$ cat src/rtl/core/sefr_pkg.sv
// Shared types and codes for the STX/ETX frame receiver.
// No dependencies; used by sefr_seq and stx_etx_frame_receiver.
`default_nettype none

package sefr_pkg;

    localparam int DATA_W = 8;
    localparam int LEN_W  = 6;

    typedef logic [1:0]        kind_t;
    typedef logic [DATA_W-1:0] byte_t;

    localparam byte_t CODE_STX = 8'h02;
    localparam byte_t CODE_ETX = 8'h03;
    localparam byte_t CODE_ENQ = 8'h05;
    localparam byte_t CODE_ACK = 8'h06;

    localparam kind_t KIND_ACK      = 2'd0;
    localparam kind_t KIND_BYTE     = 2'd1;
    localparam kind_t KIND_EMPTY    = 2'd2;
    localparam kind_t KIND_OVERFLOW = 2'd3;

    // Command from the decoder to the readout sequencer.
    typedef struct packed {
        logic  readout;   // 1: stream the stored frame, 0: one single result
        kind_t kind;
        byte_t data;
    } cmd_t;

endpackage

`default_nettype wire

$ cat src/rtl/core/sefr_ram.sv
// Generic single-port-write, single-port-read RAM with registered read data.
// No dependencies.
`default_nettype none

module sefr_ram #(
    parameter int WIDTH = 8,
    parameter int DEPTH = 64
) (
    input  wire logic                     clk,
    input  wire logic                     wr_en,
    input  wire logic [$clog2(DEPTH)-1:0] wr_addr,
    input  wire logic [WIDTH-1:0]         wr_data,
    input  wire logic                     rd_en,
    input  wire logic [$clog2(DEPTH)-1:0] rd_addr,
    output logic      [WIDTH-1:0]         rd_data
);

    logic [WIDTH-1:0] mem [DEPTH];

    always_ff @(posedge clk)
    begin
        if (wr_en)
        begin
            mem[wr_addr] <= wr_data;
        end
        if (rd_en)
        begin
            rd_data <= mem[rd_addr];
        end
    end

endmodule

`default_nettype wire

$ cat src/rtl/core/sefr_seq.sv
// Result sequencer: output register, held single result and frame readout.
// Depends on sefr_pkg; drives the read port of the frame store RAM.
`default_nettype none

module sefr_seq #(
    parameter int FRAME_DEPTH = 64
) (
    input  wire logic                                clk,
    input  wire logic                                rst_n,
    input  wire logic                                cmd_valid,
    input  wire sefr_pkg::cmd_t                      cmd,
    input  wire logic [$clog2(FRAME_DEPTH+1)-1:0]    cmd_len,
    output logic                                     busy,
    output logic                                     rd_en,
    output logic      [$clog2(FRAME_DEPTH)-1:0]      rd_addr,
    input  wire logic [sefr_pkg::DATA_W-1:0]         rd_data,
    output logic                                     out_valid,
    input  wire logic                                out_ready,
    output sefr_pkg::kind_t                          kind,
    output logic      [sefr_pkg::DATA_W-1:0]         data_byte,
    output logic      [sefr_pkg::LEN_W-1:0]          frame_length,
    output logic                                     last
);

    localparam int AW = $clog2(FRAME_DEPTH);
    localparam int CW = $clog2(FRAME_DEPTH + 1);

    localparam logic [1:0] ST_IDLE   = 2'd0;
    localparam logic [1:0] ST_SINGLE = 2'd1;
    localparam logic [1:0] ST_READ   = 2'd2;

    logic [1:0]                   state_reg, state_next;
    logic [CW-1:0]                idx_reg, idx_next;
    logic [CW-1:0]                len_reg, len_next;
    logic                         rd_pend_reg, rd_pend_next;
    logic                         rd_last_reg, rd_last_next;
    sefr_pkg::kind_t              pend_kind_reg, pend_kind_next;
    sefr_pkg::byte_t              pend_data_reg, pend_data_next;
    logic                         out_valid_reg, out_valid_next;
    sefr_pkg::kind_t              out_kind_reg, out_kind_next;
    sefr_pkg::byte_t              out_data_reg, out_data_next;
    logic [sefr_pkg::LEN_W-1:0]   out_len_reg, out_len_next;
    logic                         out_last_reg, out_last_next;
    logic                         out_free;

    assign out_free = !out_valid_reg || out_ready;

    always_comb
    begin
        state_next     = state_reg;
        idx_next       = idx_reg;
        len_next       = len_reg;
        rd_pend_next   = rd_pend_reg;
        rd_last_next   = rd_last_reg;
        pend_kind_next = pend_kind_reg;
        pend_data_next = pend_data_reg;
        out_valid_next = out_valid_reg && !out_ready;
        out_kind_next  = out_kind_reg;
        out_data_next  = out_data_reg;
        out_len_next   = out_len_reg;
        out_last_next  = out_last_reg;
        rd_en          = 1'b0;

        case (state_reg)
            ST_IDLE:
            begin
                if (cmd_valid)
                begin
                    if (cmd.readout)
                    begin
                        state_next = ST_READ;
                        idx_next   = '0;
                        len_next   = cmd_len;
                    end
                    else if (out_free)
                    begin
                        out_valid_next = 1'b1;
                        out_kind_next  = cmd.kind;
                        out_data_next  = cmd.data;
                        out_len_next   = '0;
                        out_last_next  = 1'b1;
                    end
                    else
                    begin
                        state_next     = ST_SINGLE;
                        pend_kind_next = cmd.kind;
                        pend_data_next = cmd.data;
                    end
                end
            end
            ST_SINGLE:
            begin
                if (out_free)
                begin
                    state_next     = ST_IDLE;
                    out_valid_next = 1'b1;
                    out_kind_next  = pend_kind_reg;
                    out_data_next  = pend_data_reg;
                    out_len_next   = '0;
                    out_last_next  = 1'b1;
                end
            end
            ST_READ:
            begin
                if (rd_pend_reg)
                begin
                    // output register is empty here: reads issue only when it frees
                    rd_pend_next   = 1'b0;
                    out_valid_next = 1'b1;
                    out_kind_next  = sefr_pkg::KIND_BYTE;
                    out_data_next  = rd_data;
                    out_len_next   = sefr_pkg::LEN_W'(len_reg);
                    out_last_next  = rd_last_reg;
                    if (idx_reg == len_reg)
                    begin
                        state_next = ST_IDLE;
                    end
                end
                else if (idx_reg != len_reg && out_free)
                begin
                    rd_en        = 1'b1;
                    rd_pend_next = 1'b1;
                    rd_last_next = (idx_reg + CW'(1)) == len_reg;
                    idx_next     = idx_reg + CW'(1);
                end
            end
            default:
            begin
                state_next = ST_IDLE;
            end
        endcase
    end

    always_ff @(posedge clk or negedge rst_n)
    begin
        if (!rst_n)
        begin
            state_reg     <= ST_IDLE;
            rd_pend_reg   <= 1'b0;
            out_valid_reg <= 1'b0;
        end
        else
        begin
            state_reg     <= state_next;
            rd_pend_reg   <= rd_pend_next;
            out_valid_reg <= out_valid_next;
        end
    end

    always_ff @(posedge clk)
    begin
        idx_reg       <= idx_next;
        len_reg       <= len_next;
        rd_last_reg   <= rd_last_next;
        pend_kind_reg <= pend_kind_next;
        pend_data_reg <= pend_data_next;
        out_kind_reg  <= out_kind_next;
        out_data_reg  <= out_data_next;
        out_len_reg   <= out_len_next;
        out_last_reg  <= out_last_next;
    end

    assign rd_addr      = idx_reg[AW-1:0];
    assign busy         = state_reg != ST_IDLE;
    assign out_valid    = out_valid_reg;
    assign kind         = out_kind_reg;
    assign data_byte    = out_data_reg;
    assign frame_length = out_len_reg;
    assign last         = out_last_reg;

endmodule

`default_nettype wire

$ cat src/rtl/core/stx_etx_frame_receiver.sv
// Top level of the STX/ETX frame receiver: byte decoder, fill count, frame store.
// Depends on sefr_pkg, sefr_ram and sefr_seq.
`default_nettype none

// Takes one received byte per item and gathers plain bytes into a frame store
// of FRAME_DEPTH entries. ENQ answers with an ACK result, STX restarts the frame,
// ETX delivers the stored frame byte by byte (or one empty-frame result), and a
// byte arriving on a full store is dropped with an overflow notice and resets the
// fill count. Plain bytes and STX never stall the input. An ETX with stored bytes
// holds in_ready low until its last byte is in the output register; the frame is
// read through the single registered read port, one read in flight at a time, and
// each read waits for the output register to free. A single result waiting on a
// stalled output is held aside, and the next item is taken once it has moved on.

module stx_etx_frame_receiver #(
    parameter int FRAME_DEPTH = 64
) (
    input  wire logic                        clk,
    input  wire logic                        rst_n,
    input  wire logic                        in_valid,
    output logic                             in_ready,
    input  wire logic [sefr_pkg::DATA_W-1:0] rx_byte,
    output logic                             out_valid,
    input  wire logic                        out_ready,
    output logic      [1:0]                  kind,
    output logic      [sefr_pkg::DATA_W-1:0] data_byte,
    output logic      [sefr_pkg::LEN_W-1:0]  frame_length,
    output logic                             last
);

    localparam int AW = $clog2(FRAME_DEPTH);
    localparam int CW = $clog2(FRAME_DEPTH + 1);

    logic [CW-1:0]         fill_count_reg, fill_count_next;
    logic                  in_accept;
    logic                  full;
    logic                  seq_busy;
    logic                  cmd_valid;
    sefr_pkg::cmd_t        cmd;
    logic                  wr_en;
    logic                  rd_en;
    logic [AW-1:0]         rd_addr;
    sefr_pkg::byte_t       rd_data;

    assign in_ready  = !seq_busy;
    assign in_accept = in_valid && in_ready;
    assign full      = fill_count_reg == CW'(FRAME_DEPTH);

    always_comb
    begin
        fill_count_next = fill_count_reg;
        cmd_valid       = 1'b0;
        cmd.readout     = 1'b0;
        cmd.kind        = sefr_pkg::KIND_ACK;
        cmd.data        = '0;
        wr_en           = 1'b0;
        if (in_accept)
        begin
            if (full)
            begin
                fill_count_next = '0;
                cmd_valid       = 1'b1;
                cmd.kind        = sefr_pkg::KIND_OVERFLOW;
            end
            else
            begin
                case (rx_byte)
                    sefr_pkg::CODE_ENQ:
                    begin
                        cmd_valid = 1'b1;
                        cmd.kind  = sefr_pkg::KIND_ACK;
                        cmd.data  = sefr_pkg::CODE_ACK;
                    end
                    sefr_pkg::CODE_STX:
                    begin
                        fill_count_next = '0;
                    end
                    sefr_pkg::CODE_ETX:
                    begin
                        cmd_valid = 1'b1;
                        if (fill_count_reg == '0)
                        begin
                            cmd.kind = sefr_pkg::KIND_EMPTY;
                        end
                        else
                        begin
                            cmd.readout = 1'b1;
                            cmd.kind    = sefr_pkg::KIND_BYTE;
                        end
                    end
                    default:
                    begin
                        wr_en           = 1'b1;
                        fill_count_next = fill_count_reg + CW'(1);
                    end
                endcase
            end
        end
    end

    always_ff @(posedge clk or negedge rst_n)
    begin
        if (!rst_n)
        begin
            fill_count_reg <= '0;
        end
        else
        begin
            fill_count_reg <= fill_count_next;
        end
    end

    sefr_ram #(
        .WIDTH (sefr_pkg::DATA_W),
        .DEPTH (FRAME_DEPTH)
    ) u_store (
        .clk     (clk),
        .wr_en   (wr_en),
        .wr_addr (fill_count_reg[AW-1:0]),
        .wr_data (rx_byte),
        .rd_en   (rd_en),
        .rd_addr (rd_addr),
        .rd_data (rd_data)
    );

    sefr_seq #(
        .FRAME_DEPTH (FRAME_DEPTH)
    ) u_seq (
        .clk          (clk),
        .rst_n        (rst_n),
        .cmd_valid    (cmd_valid),
        .cmd          (cmd),
        .cmd_len      (fill_count_reg),
        .busy         (seq_busy),
        .rd_en        (rd_en),
        .rd_addr      (rd_addr),
        .rd_data      (rd_data),
        .out_valid    (out_valid),
        .out_ready    (out_ready),
        .kind         (kind),
        .data_byte    (data_byte),
        .frame_length (frame_length),
        .last         (last)
    );

    a_fill_bound: assert property (@(posedge clk) disable iff (!rst_n)
        fill_count_reg <= CW'(FRAME_DEPTH))
        else $error("fill count beyond store depth");

    a_no_write_in_readout: assert property (@(posedge clk) disable iff (!rst_n)
        wr_en |-> !seq_busy && !rd_en)
        else $error("store written during frame readout");

    a_full_clears: assert property (@(posedge clk) disable iff (!rst_n)
        in_accept && full |=> fill_count_reg == '0 && seq_busy == 1'b0 || out_valid)
        else $error("full store not cleared on overflow");

    a_byte_len: assert property (@(posedge clk) disable iff (!rst_n)
        out_valid && kind == sefr_pkg::KIND_BYTE |-> frame_length != '0)
        else $error("frame byte with zero length");

endmodule

`default_nettype wire

$ cat config.mk
export PLATFORM = sky130hd
export DESIGN_NAME = stx_etx_frame_receiver
export DESIGN_NICKNAME = d
export VERILOG_FILES = /design/src/rtl/core/sefr_pkg.sv /design/src/rtl/core/sefr_ram.sv /design/src/rtl/core/sefr_seq.sv /design/src/rtl/core/stx_etx_frame_receiver.sv
export SDC_FILE = /design/constraint.sdc
export NUM_CORES = 1
export LEC_CHECK = 0
export BUFFER_PORTS_ARGS = -buffer_cell sky130_fd_sc_hd__buf_4
export CAP_MARGIN = 20
export CORE_ASPECT_RATIO = 0.5
export CORE_MARGIN = 2
export CORE_UTILIZATION = 40
export DETAILED_ROUTE_END_ITERATION = 10
export PLACE_DENSITY = 0.68
export SLEW_MARGIN = 20
export SYNTH_ARGS = -nofsm -noshare
export SYNTH_HDL_FRONTEND = slang
export SYNTH_SLANG_ARGS = --single-unit
$ cat constraint.sdc
create_clock -name clk -period 2.86 [get_ports clk]
set_input_delay 0.143 -clock clk [delete_from_list [all_inputs] [get_ports clk]]
set_output_delay 0.143 -clock clk [all_outputs]
set_load 0.05 [all_outputs]
==> metrics.txt, run 1 <==
# TYPE chip_impl_metric gauge
chip_impl_info{name="outcome",value="finished, final reports clean"} 1
chip_impl_info{name="type_of_the_worst_min_delay_path",value="in2reg"} 1
chip_impl_metric{name="routed_wl",unit="um"} 49700
chip_impl_metric{name="power_after_layout",unit="mW"} 17.3
chip_impl_metric{name="die-width",unit="um"} 339
chip_impl_metric{name="fin_util",unit="%"} 46.4
chip_impl_metric{name="post_synthesis_share_of_cell_area_spent_on_full_adders_half_adders_and_majority_gates",unit="%"} 0.390
chip_impl_metric{name="num_io_pins",unit=""} 31
chip_impl_metric{name="number_of_flops_mapped_to_enable_cells_by_yosys",unit=""} 555
chip_impl_metric{name="netlist-cell-type-count",unit=""} 54
chip_impl_metric{name="worst-endpoint-required",unit="ps"} 3070
chip_impl_metric{name="initial_utilization",unit="%"} 40.5
chip_impl_metric{name="place.gp.congestion",unit=""} 0.886
chip_impl_metric{name="post_drt_wl_per_cell",unit="um"} 24.4
chip_impl_info{name="max_flop_register",value="u_store.mem"} 1
chip_impl_metric{name="vdd_ir_drop_max",unit="uV"} 426
chip_impl_metric{name="synth-warning-count",unit=""} 0
chip_impl_metric{name="synth.area.mux_share",unit="%"} 14.3
chip_impl_metric{name="power.share.sequential",unit="%"} 54.7
chip_impl_metric{name="synth_compound_gate_area_share",unit="%"} 3.11
chip_impl_metric{name="timing.setup.tns",unit="ps"} 0
chip_impl_metric{name="tritoncts.num_buffers",unit=""} 52
chip_impl_metric{name="diodes",unit=""} 0
chip_impl_metric{name="core.rowCount",unit=""} 61
chip_impl_metric{name="ctsLongestPathBuffers",unit=""} 3
chip_impl_metric{name="holdWs",unit="ps"} 125
chip_impl_metric{name="fin_cells",unit=""} 2039
chip_impl_info{name="synth_top_family_by_area",value="multiplexers"} 1
chip_impl_metric{name="ff2ff_path_depth",unit=""} 8
chip_impl_metric{name="htree_levels",unit=""} 2
chip_impl_info{name="crit_start",value="fill_count_reg[0]"} 1
chip_impl_metric{name="fin_area",unit="um^2"} 25700
chip_impl_metric{name="clk_pin_slew",unit="ps"} 60
chip_impl_metric{name="critPathMaxFanout",unit=""} 8
chip_impl_metric{name="setup_slack_after_layout",unit="ps"} 120
chip_impl_metric{name="power_frac_comb",unit="%"} 7.3
chip_impl_metric{name="timing.final.crit_share",unit="%"} 95.8
chip_impl_metric{name="die_height",unit="um"} 172
chip_impl_metric{name="timing_hold_violations_final",unit=""} 0
chip_impl_metric{name="syn_to_final_growth",unit="%"} 14.5
chip_impl_metric{name="share_clk_of_total_power",unit="%"} 38.1
chip_impl_metric{name="grt_pass1_wl",unit="um"} 74500
chip_impl_metric{name="grtUsageTotal",unit="%"} 17.1
chip_impl_metric{name="power_per_cell_area",unit="nW/um^2"} 671
chip_impl_metric{name="antenna_found_initial",unit=""} 2
chip_impl_metric{name="cap_viol_max_count",unit=""} 0
chip_impl_info{name="final_common_cell",value="sky130_fd_sc_hd__edfxtp_1"} 1
chip_impl_info{name="timing.critical_path.to_type",value="flip-flop"} 1
chip_impl_metric{name="timing.max_slew.rel_slack",unit="%"} 42.4
chip_impl_metric{name="vias_per_cell",unit=""} 5.61
chip_impl_metric{name="detailedRoute.firstIterationViolations",unit=""} 1299
chip_impl_metric{name="reg2reg_slack",unit="ps"} 120
chip_impl_metric{name="netSwitchingPower",unit="mW"} 3.83
chip_impl_metric{name="final_net_count",unit=""} 1261
chip_impl_metric{name="detailedPlace.worstSlack",unit="ps"} 46.1
chip_impl_metric{name="grt_max_degree",unit=""} 68
chip_impl_metric{name="design.core.area",unit="um^2"} 55500
chip_impl_info{name="postSynth.topFlopCell",value="sky130_fd_sc_hd__edfxtp_1"} 1
chip_impl_metric{name="synthArstFlopShare",unit="%"} 1.94
chip_impl_metric{name="synth_area",unit="um^2"} 22500
chip_impl_metric{name="cts.repair_timing.setup_buffer_count",unit=""} 0
chip_impl_info{name="critPathKind",value="reg2reg"} 1
chip_impl_metric{name="post-route-min-period",unit="ps"} 2740
chip_impl_metric{name="netSwitchingFraction",unit="%"} 22.2
chip_impl_info{name="tritoncts",value="built"} 1
chip_impl_info{name="layout.cells.most_common_list",value="sky130_fd_sc_hd__edfxtp_1, sky130_fd_sc_hd__mux4_2, sky130_fd_sc_hd__buf_4"} 1
chip_impl_metric{name="tightest_slew",unit="ps"} 860
chip_impl_metric{name="clock_latency",unit="ps"} 580
chip_impl_metric{name="drt-pass1-iter-count",unit=""} 6
chip_impl_metric{name="detail-route-antenna-nets",unit=""} 0
chip_impl_metric{name="syn-num-nets",unit=""} 1160
chip_impl_metric{name="dp_hpwl",unit="um"} 32300
chip_impl_metric{name="worst_ep_arrival_time",unit="ps"} 2950
chip_impl_metric{name="seq_area_frac_synth",unit="%"} 75.4
chip_impl_metric{name="power_leakage",unit="nW"} 8.30
chip_impl_metric{name="numPlacedInstances",unit=""} 1938
chip_impl_info{name="worstSetupEndpoint",value="u_store.mem[57][1]"} 1
chip_impl_metric{name="yosys.area_share.xor_xnor",unit="%"} 0.741
chip_impl_metric{name="finalSetupViolCount",unit=""} 0
chip_impl_metric{name="worst_clock_skew",unit="ps"} 9.64
chip_impl_metric{name="overflow",unit=""} 0
chip_impl_info{name="rsz0062_at_grt",value="true"} 1
chip_impl_metric{name="cts_num_sinks",unit=""} 566
chip_impl_metric{name="yosys.area_share.simple",unit="%"} 4.83
chip_impl_metric{name="synthCells",unit=""} 1141
chip_impl_metric{name="top_achievable_clock_speed",unit="GHz"} 0.365
chip_impl_metric{name="power_report.internal_total",unit="mW"} 13.4
chip_impl_metric{name="design.die.area",unit="um^2"} 58200
chip_impl_info{name="clockRootBuffer",value="sky130_fd_sc_hd__clkbuf_16"} 1
chip_impl_info{name="r2r-start",value="fill_count_reg[0]"} 1
chip_impl_metric{name="detail_route.drc_violations",unit=""} 0
chip_impl_metric{name="final_layout_size_suffix_gt1_share",unit="%"} 26.6
chip_impl_metric{name="post_dp_area",unit="um^2"} 24000
chip_impl_info{name="endpoint_of_the_most_critical_register_to_register_path",value="u_store.mem[57][1]"} 1
chip_impl_info{name="critPathLaunchType",value="flip-flop"} 1
chip_impl_metric{name="num_vias",unit=""} 11400
chip_impl_metric{name="synth_area_per_cell",unit="um^2"} 19.7
chip_impl_metric{name="largest_register_ffs",unit=""} 512
chip_impl_metric{name="final_report_max_slew_violation_count",unit=""} 0
chip_impl_metric{name="grt_pass1_vias",unit=""} 11500
chip_impl_metric{name="yosys_register_bits",unit=""} 566
chip_impl_metric{name="io_buffer_count",unit=""} 30
power groups by stage:
stage,Sequential (mW),Clock [mW],Combinational (mW)
after detailed placement,9.62,0,1.22
after floorplan,9.62,0,0.627
after CTS,9.44,6.67,1.23
after global routing,9.45,7.01,1.35
after global placement,9.60,0,1.19
final,9.44,6.57,1.25
cells by family (layout without fill, tap and decap cells):
| logic type | Yosys count | count (layout) |
|---|---|---|
| DFF | 566 | 566 |
| and+or+nand+nor | 219 | 219 |
| muxes | 164 | 164 |
| AOI/OAI and AO/OA | 102 | 102 |
| buffers and inverters | 64 | 206 |
| xor gates and xnor gates | 19 | 19 |
| adders and majority gates | 7 | 7 |
repair_timing:
| action | CTS | global route |
|---|---|---|
| hold endpoints to repair | 44 | 0 |
| setup endpoints to repair | 0 | 136 |
| hold buffers | 6 | 0 |
| gates resized for setup | 0 | 15 |
worst max-delay path, stage by stage, from the launching register on:
cell	delay [ps]
sky130_fd_sc_hd__dfrtp_1	350
sky130_fd_sc_hd__inv_1	80
sky130_fd_sc_hd__ha_1	210
sky130_fd_sc_hd__nor4b_1	160
sky130_fd_sc_hd__and3_1	200
sky130_fd_sc_hd__nor4_1	230
sky130_fd_sc_hd__buf_4	180
sky130_fd_sc_hd__nand2_1	250
sky130_fd_sc_hd__nor2_1	700
final cells by class:
type                       instances  area (um^2)
fill                            4543        29800
tap                              756          946
sequential                       566        16900
clock inverter                    28          219
clock buffer                      67         1380
timing repair buffer             102          906
multi-input combinational        511         5300
inverter                           9         33.8
how the worst min path moves through the flow:
stage / cells past startpoint / from / slack (ps) / to
6_report: 5 / in_valid / 120 / fill_count_reg[0]
5_1_grt: 4 / rx_byte[0] / 140 / u_seq.pend_data_reg[1]
4_1_cts: 5 / in_valid / 100 / fill_count_reg[0]
3_5_place_dp: 1 / rst_n / -8 / u_seq.out_valid
3_3_place_gp: 1 / rst_n / -10 / u_seq.out_valid
2_1_floorplan: 0 / rst_n / -150 / fill_count_reg[0]
cell usage after synthesis, drive strengths merged (3+ instances only):
master  count  area (um^2)
nor2b       4         25.0
dfrtp      11          275
or3         4         25.0
mux4      123         2770
nor4        4         25.0
nand2      37          139
mux2i      11          110
inv         9         33.8
o22ai      24          150
xnor2      11         96.3
ha          7         87.6
nand3      15         75.1
nor3       11         60.1
a22oi      15          113
and2       17          106
nand4       3         18.8
or4b        3         33.8
clkbuf     29          109
xor2        8         70.1
buf        26          125
nand2b     11         68.8
a32oi       7         61.3
nand4b      7         61.3
a211o       8         70.1
nor2       89          334
a21oi      11         55.1
edfxtp    555        16700
a31oi       5         31.3
mux2       30          338
o21ai      20          100
nand3b      5         37.5
metal layers:
| layer | global-route usage (%) | up-vias | share of wire [%] |
|---|---|---|---|
| li1 | - | 4881 | - |
| met1 | 23.8 | 5924 | 42 |
| met2 | 28.0 | 541 | 47 |
| met3 | 3.23 | 92 | 8.6 |
| met4 | 4.46 | 0 | 2.5 |
| met5 | 0 | - | 0 |
Power figures use the tool's default switching activity.
==> inputs of run 2 (changes only) <==
Settings changed: CELL_PAD_IN_SITES_DETAIL_PLACEMENT from default to 0, CELL_PAD_IN_SITES_GLOBAL_PLACEMENT from default to 2, PLACE_DENSITY 0.68 to 0.8.
==> run 2 against run 1 <==
Effect of this change: via count fell by 0.86%; sequential share of layout area fell by 0.40 points; critical path depth rose by 1; highest routed layer is now met5; critical path type unchanged.
==> metrics.txt, run 2 (synthesized netlist as in run 1, its figures left out) <==
# TYPE chip_impl_metric gauge
chip_impl_metric{name="final_layout_size_suffix_gt1_share",unit="%"} 27.8
chip_impl_metric{name="detail-route-antenna-nets",unit=""} 0
chip_impl_metric{name="critPathMaxFanout",unit=""} 8
chip_impl_metric{name="final_report_max_slew_violation_count",unit=""} 0
chip_impl_metric{name="worst-path-buf-inv",unit=""} 3
chip_impl_metric{name="worst_ep_arrival_time",unit="ps"} 2980
chip_impl_metric{name="grtUsageTotal",unit="%"} 17.7
chip_impl_metric{name="worst_hold_path_stage_count",unit=""} 2
chip_impl_metric{name="diodes",unit=""} 0
chip_impl_metric{name="largest_register_ffs",unit=""} 512
chip_impl_metric{name="final_net_count",unit=""} 1264
chip_impl_metric{name="top_achievable_clock_speed",unit="GHz"} 0.360
chip_impl_metric{name="drt-pass1-iter-count",unit=""} 5
chip_impl_info{name="clockRootBuffer",value="sky130_fd_sc_hd__clkbuf_16"} 1
chip_impl_metric{name="fin_cells",unit=""} 2040
chip_impl_metric{name="multiInputGateArea",unit="um^2"} 5330
chip_impl_info{name="endpoint_of_the_most_critical_register_to_register_path",value="u_store.mem[0][4]"} 1
chip_impl_info{name="critical-path-slowest-cell",value="sky130_fd_sc_hd__nor2_1"} 1
chip_impl_metric{name="power_leakage",unit="nW"} 8.36
chip_impl_metric{name="io_buffer_count",unit=""} 30
chip_impl_info{name="type_of_the_worst_min_delay_path",value="in2reg"} 1
chip_impl_metric{name="fill_cells",unit=""} 4560
chip_impl_metric{name="cap_viol_max_count",unit=""} 0
chip_impl_metric{name="design.core.area",unit="um^2"} 55500
chip_impl_metric{name="worst_clock_skew",unit="ps"} 14.1
chip_impl_info{name="timing.critical_path.to_type",value="flip-flop"} 1
chip_impl_info{name="critPathLaunchType",value="flip-flop"} 1
chip_impl_metric{name="timing_hold_violations_final",unit=""} 0
chip_impl_metric{name="cts.repair_timing.setup_buffer_count",unit=""} 0
chip_impl_info{name="rsz0062_at_grt",value="true"} 1
chip_impl_metric{name="numPlacedInstances",unit=""} 1942
chip_impl_metric{name="clk_pin_slew",unit="ps"} 70
chip_impl_info{name="max_flop_register",value="u_store.mem"} 1
chip_impl_info{name="tritoncts",value="built"} 1
chip_impl_metric{name="vdd_ir_drop_max",unit="uV"} 479
chip_impl_info{name="r2r-start",value="fill_count_reg[0]"} 1
chip_impl_info{name="crit_start",value="fill_count_reg[0]"} 1
chip_impl_metric{name="grt_pass1_wl",unit="um"} 75800
chip_impl_metric{name="post_drt_wl_per_cell",unit="um"} 25.1
chip_impl_metric{name="initial_utilization",unit="%"} 40.5
chip_impl_metric{name="core.rowCount",unit=""} 61
chip_impl_metric{name="share_clk_of_total_power",unit="%"} 38.9
chip_impl_metric{name="post-route-min-period",unit="ps"} 2780
chip_impl_metric{name="tritoncts.num_buffers",unit=""} 52
chip_impl_metric{name="syn_to_final_growth",unit="%"} 15.2
chip_impl_metric{name="routed_wl",unit="um"} 51100
chip_impl_metric{name="reg2reg_slack",unit="ps"} 80
chip_impl_metric{name="netSwitchingFraction",unit="%"} 22.3
chip_impl_info{name="min-delay-start",value="rx_byte[0]"} 1
chip_impl_info{name="crit_path_cell_trace",value="inv_1 -> ha_1 -> nor4b_1 -> and3_1 -> nor4_1 -> buf_4 -> nand2_1 -> buf_12 -> nor2_1"} 1
chip_impl_metric{name="grt_pass1_vias",unit=""} 11300
chip_impl_metric{name="worst-endpoint-required",unit="ps"} 3070
chip_impl_metric{name="dp_hpwl",unit="um"} 33000
chip_impl_metric{name="power.share.sequential",unit="%"} 53.5
chip_impl_metric{name="critical-path-max-stage-delay",unit="ps"} 620
chip_impl_metric{name="die-width",unit="um"} 339
chip_impl_metric{name="ctsLongestPathBuffers",unit=""} 3
chip_impl_metric{name="die_height",unit="um"} 172
chip_impl_metric{name="timing.final.crit_share",unit="%"} 97.0
chip_impl_metric{name="num_io_pins",unit=""} 31
chip_impl_metric{name="detailedRoute.firstIterationViolations",unit=""} 1289
chip_impl_info{name="final_common_cell",value="sky130_fd_sc_hd__edfxtp_1"} 1
chip_impl_info{name="layout.cells.most_common_list",value="sky130_fd_sc_hd__edfxtp_1, sky130_fd_sc_hd__mux4_2, sky130_fd_sc_hd__buf_4"} 1
chip_impl_metric{name="cts_num_sinks",unit=""} 566
chip_impl_info{name="critPathKind",value="reg2reg"} 1
chip_impl_metric{name="antenna_found_initial",unit=""} 1
chip_impl_metric{name="tightest_slew",unit="ps"} 835
chip_impl_metric{name="power_report.internal_total",unit="mW"} 13.7
chip_impl_info{name="outcome",value="finished, final reports clean"} 1
chip_impl_metric{name="ff2ff_path_depth",unit=""} 9
chip_impl_info{name="path_delay_family",value="simple AND/OR/NAND/NOR gates"} 1
chip_impl_metric{name="place.gp.congestion",unit=""} 0.852
chip_impl_metric{name="vias_per_cell",unit=""} 5.56
chip_impl_metric{name="finalSetupViolCount",unit=""} 0
chip_impl_metric{name="grt_max_degree",unit=""} 65
chip_impl_metric{name="fin_util",unit="%"} 46.6
chip_impl_metric{name="register_area",unit="um^2"} 16900
chip_impl_metric{name="netSwitchingPower",unit="mW"} 3.93
chip_impl_info{name="min_to",value="u_store.mem[38][0]"} 1
chip_impl_metric{name="num_vias",unit=""} 11300
chip_impl_metric{name="power_per_cell_area",unit="nW/um^2"} 681
chip_impl_metric{name="detail_route.drc_violations",unit=""} 0
chip_impl_metric{name="power_frac_comb",unit="%"} 7.6
chip_impl_metric{name="clock_latency",unit="ps"} 590
chip_impl_metric{name="design.die.area",unit="um^2"} 58200
chip_impl_metric{name="htree_levels",unit=""} 2
chip_impl_metric{name="overflow",unit=""} 0
chip_impl_metric{name="timing.max_slew.rel_slack",unit="%"} 44.1
-- run 2: final cells by class --
type                       instances  area share [%]
clock inverter                    31            1.17
inverter                           9           0.131
sequential                       566            65.5
multi-input combinational        511            20.6
timing repair buffer             105            3.72
tap                              756            3.66
clock buffer                      62            5.26
-- run 2: stage by stage --
step | power [mW] | cell area, um^2 | hold slack, ps | setup WS, ps | setup TNS [ps]
floorplan | 10.2 | 22500 | -153 | 62.3 | 0
global placement | 10.9 | 24100 | -4.41 | 70.9 | 0
detailed placement | 10.9 | 24100 | 0.416 | -96.1 | -763
CTS | 17.7 | 25800 | 31.4 | 0.197 | 0
global route | 18.2 | 25900 | 49.7 | -95.2 | -3550
finish | 17.6 | 25900 | 74.0 | 84.4 | 0
-- run 2: power by group through the flow --
stage          sequential [mW]  combinational, mW  clock (mW)
6_report                  9.44               1.33        6.86
5_1_grt                   9.45               1.43        7.30
3_3_place_gp              9.61               1.27           0
3_5_place_dp              9.62               1.29           0
2_1_floorplan             9.62              0.627           0
4_1_cts                   9.44               1.30        6.96
-- run 2: how the worst max path moves through the flow --
stage | to | slack [ps] | depth (start not counted)
after global placement | u_store.mem[12][3] | 70 | 7
after CTS | u_store.mem[4][4] | 0.2 | 7
after floorplan | u_store.mem[27][0] | 60 | 6
final | u_store.mem[0][4] | 80 | 9
after global routing | u_store.mem[5][3] | -100 | 7
after detailed placement | u_store.mem[12][6] | -100 | 7
-- run 2: metal layers --
layer / vias to the layer above / wire (um) / track usage, % / part of all wire [%]
met5: - / 7 / 0 / 0.014
li1: 4880 / - / - / -
met1: 5936 / 22300 / 25.0 / 44
met4: 2 / 1120 / 4.79 / 2.2
met3: 79 / 4250 / 5.00 / 8.3
met2: 443 / 23400 / 27.2 / 46
-- run 2: what timing repair did --
item / in CTS / in global routing
hold buffers: 5 / 0
setup endpoints to repair: 8 / 280
hold endpoints to repair: 21 / 0
resized for setup: 1 / 27
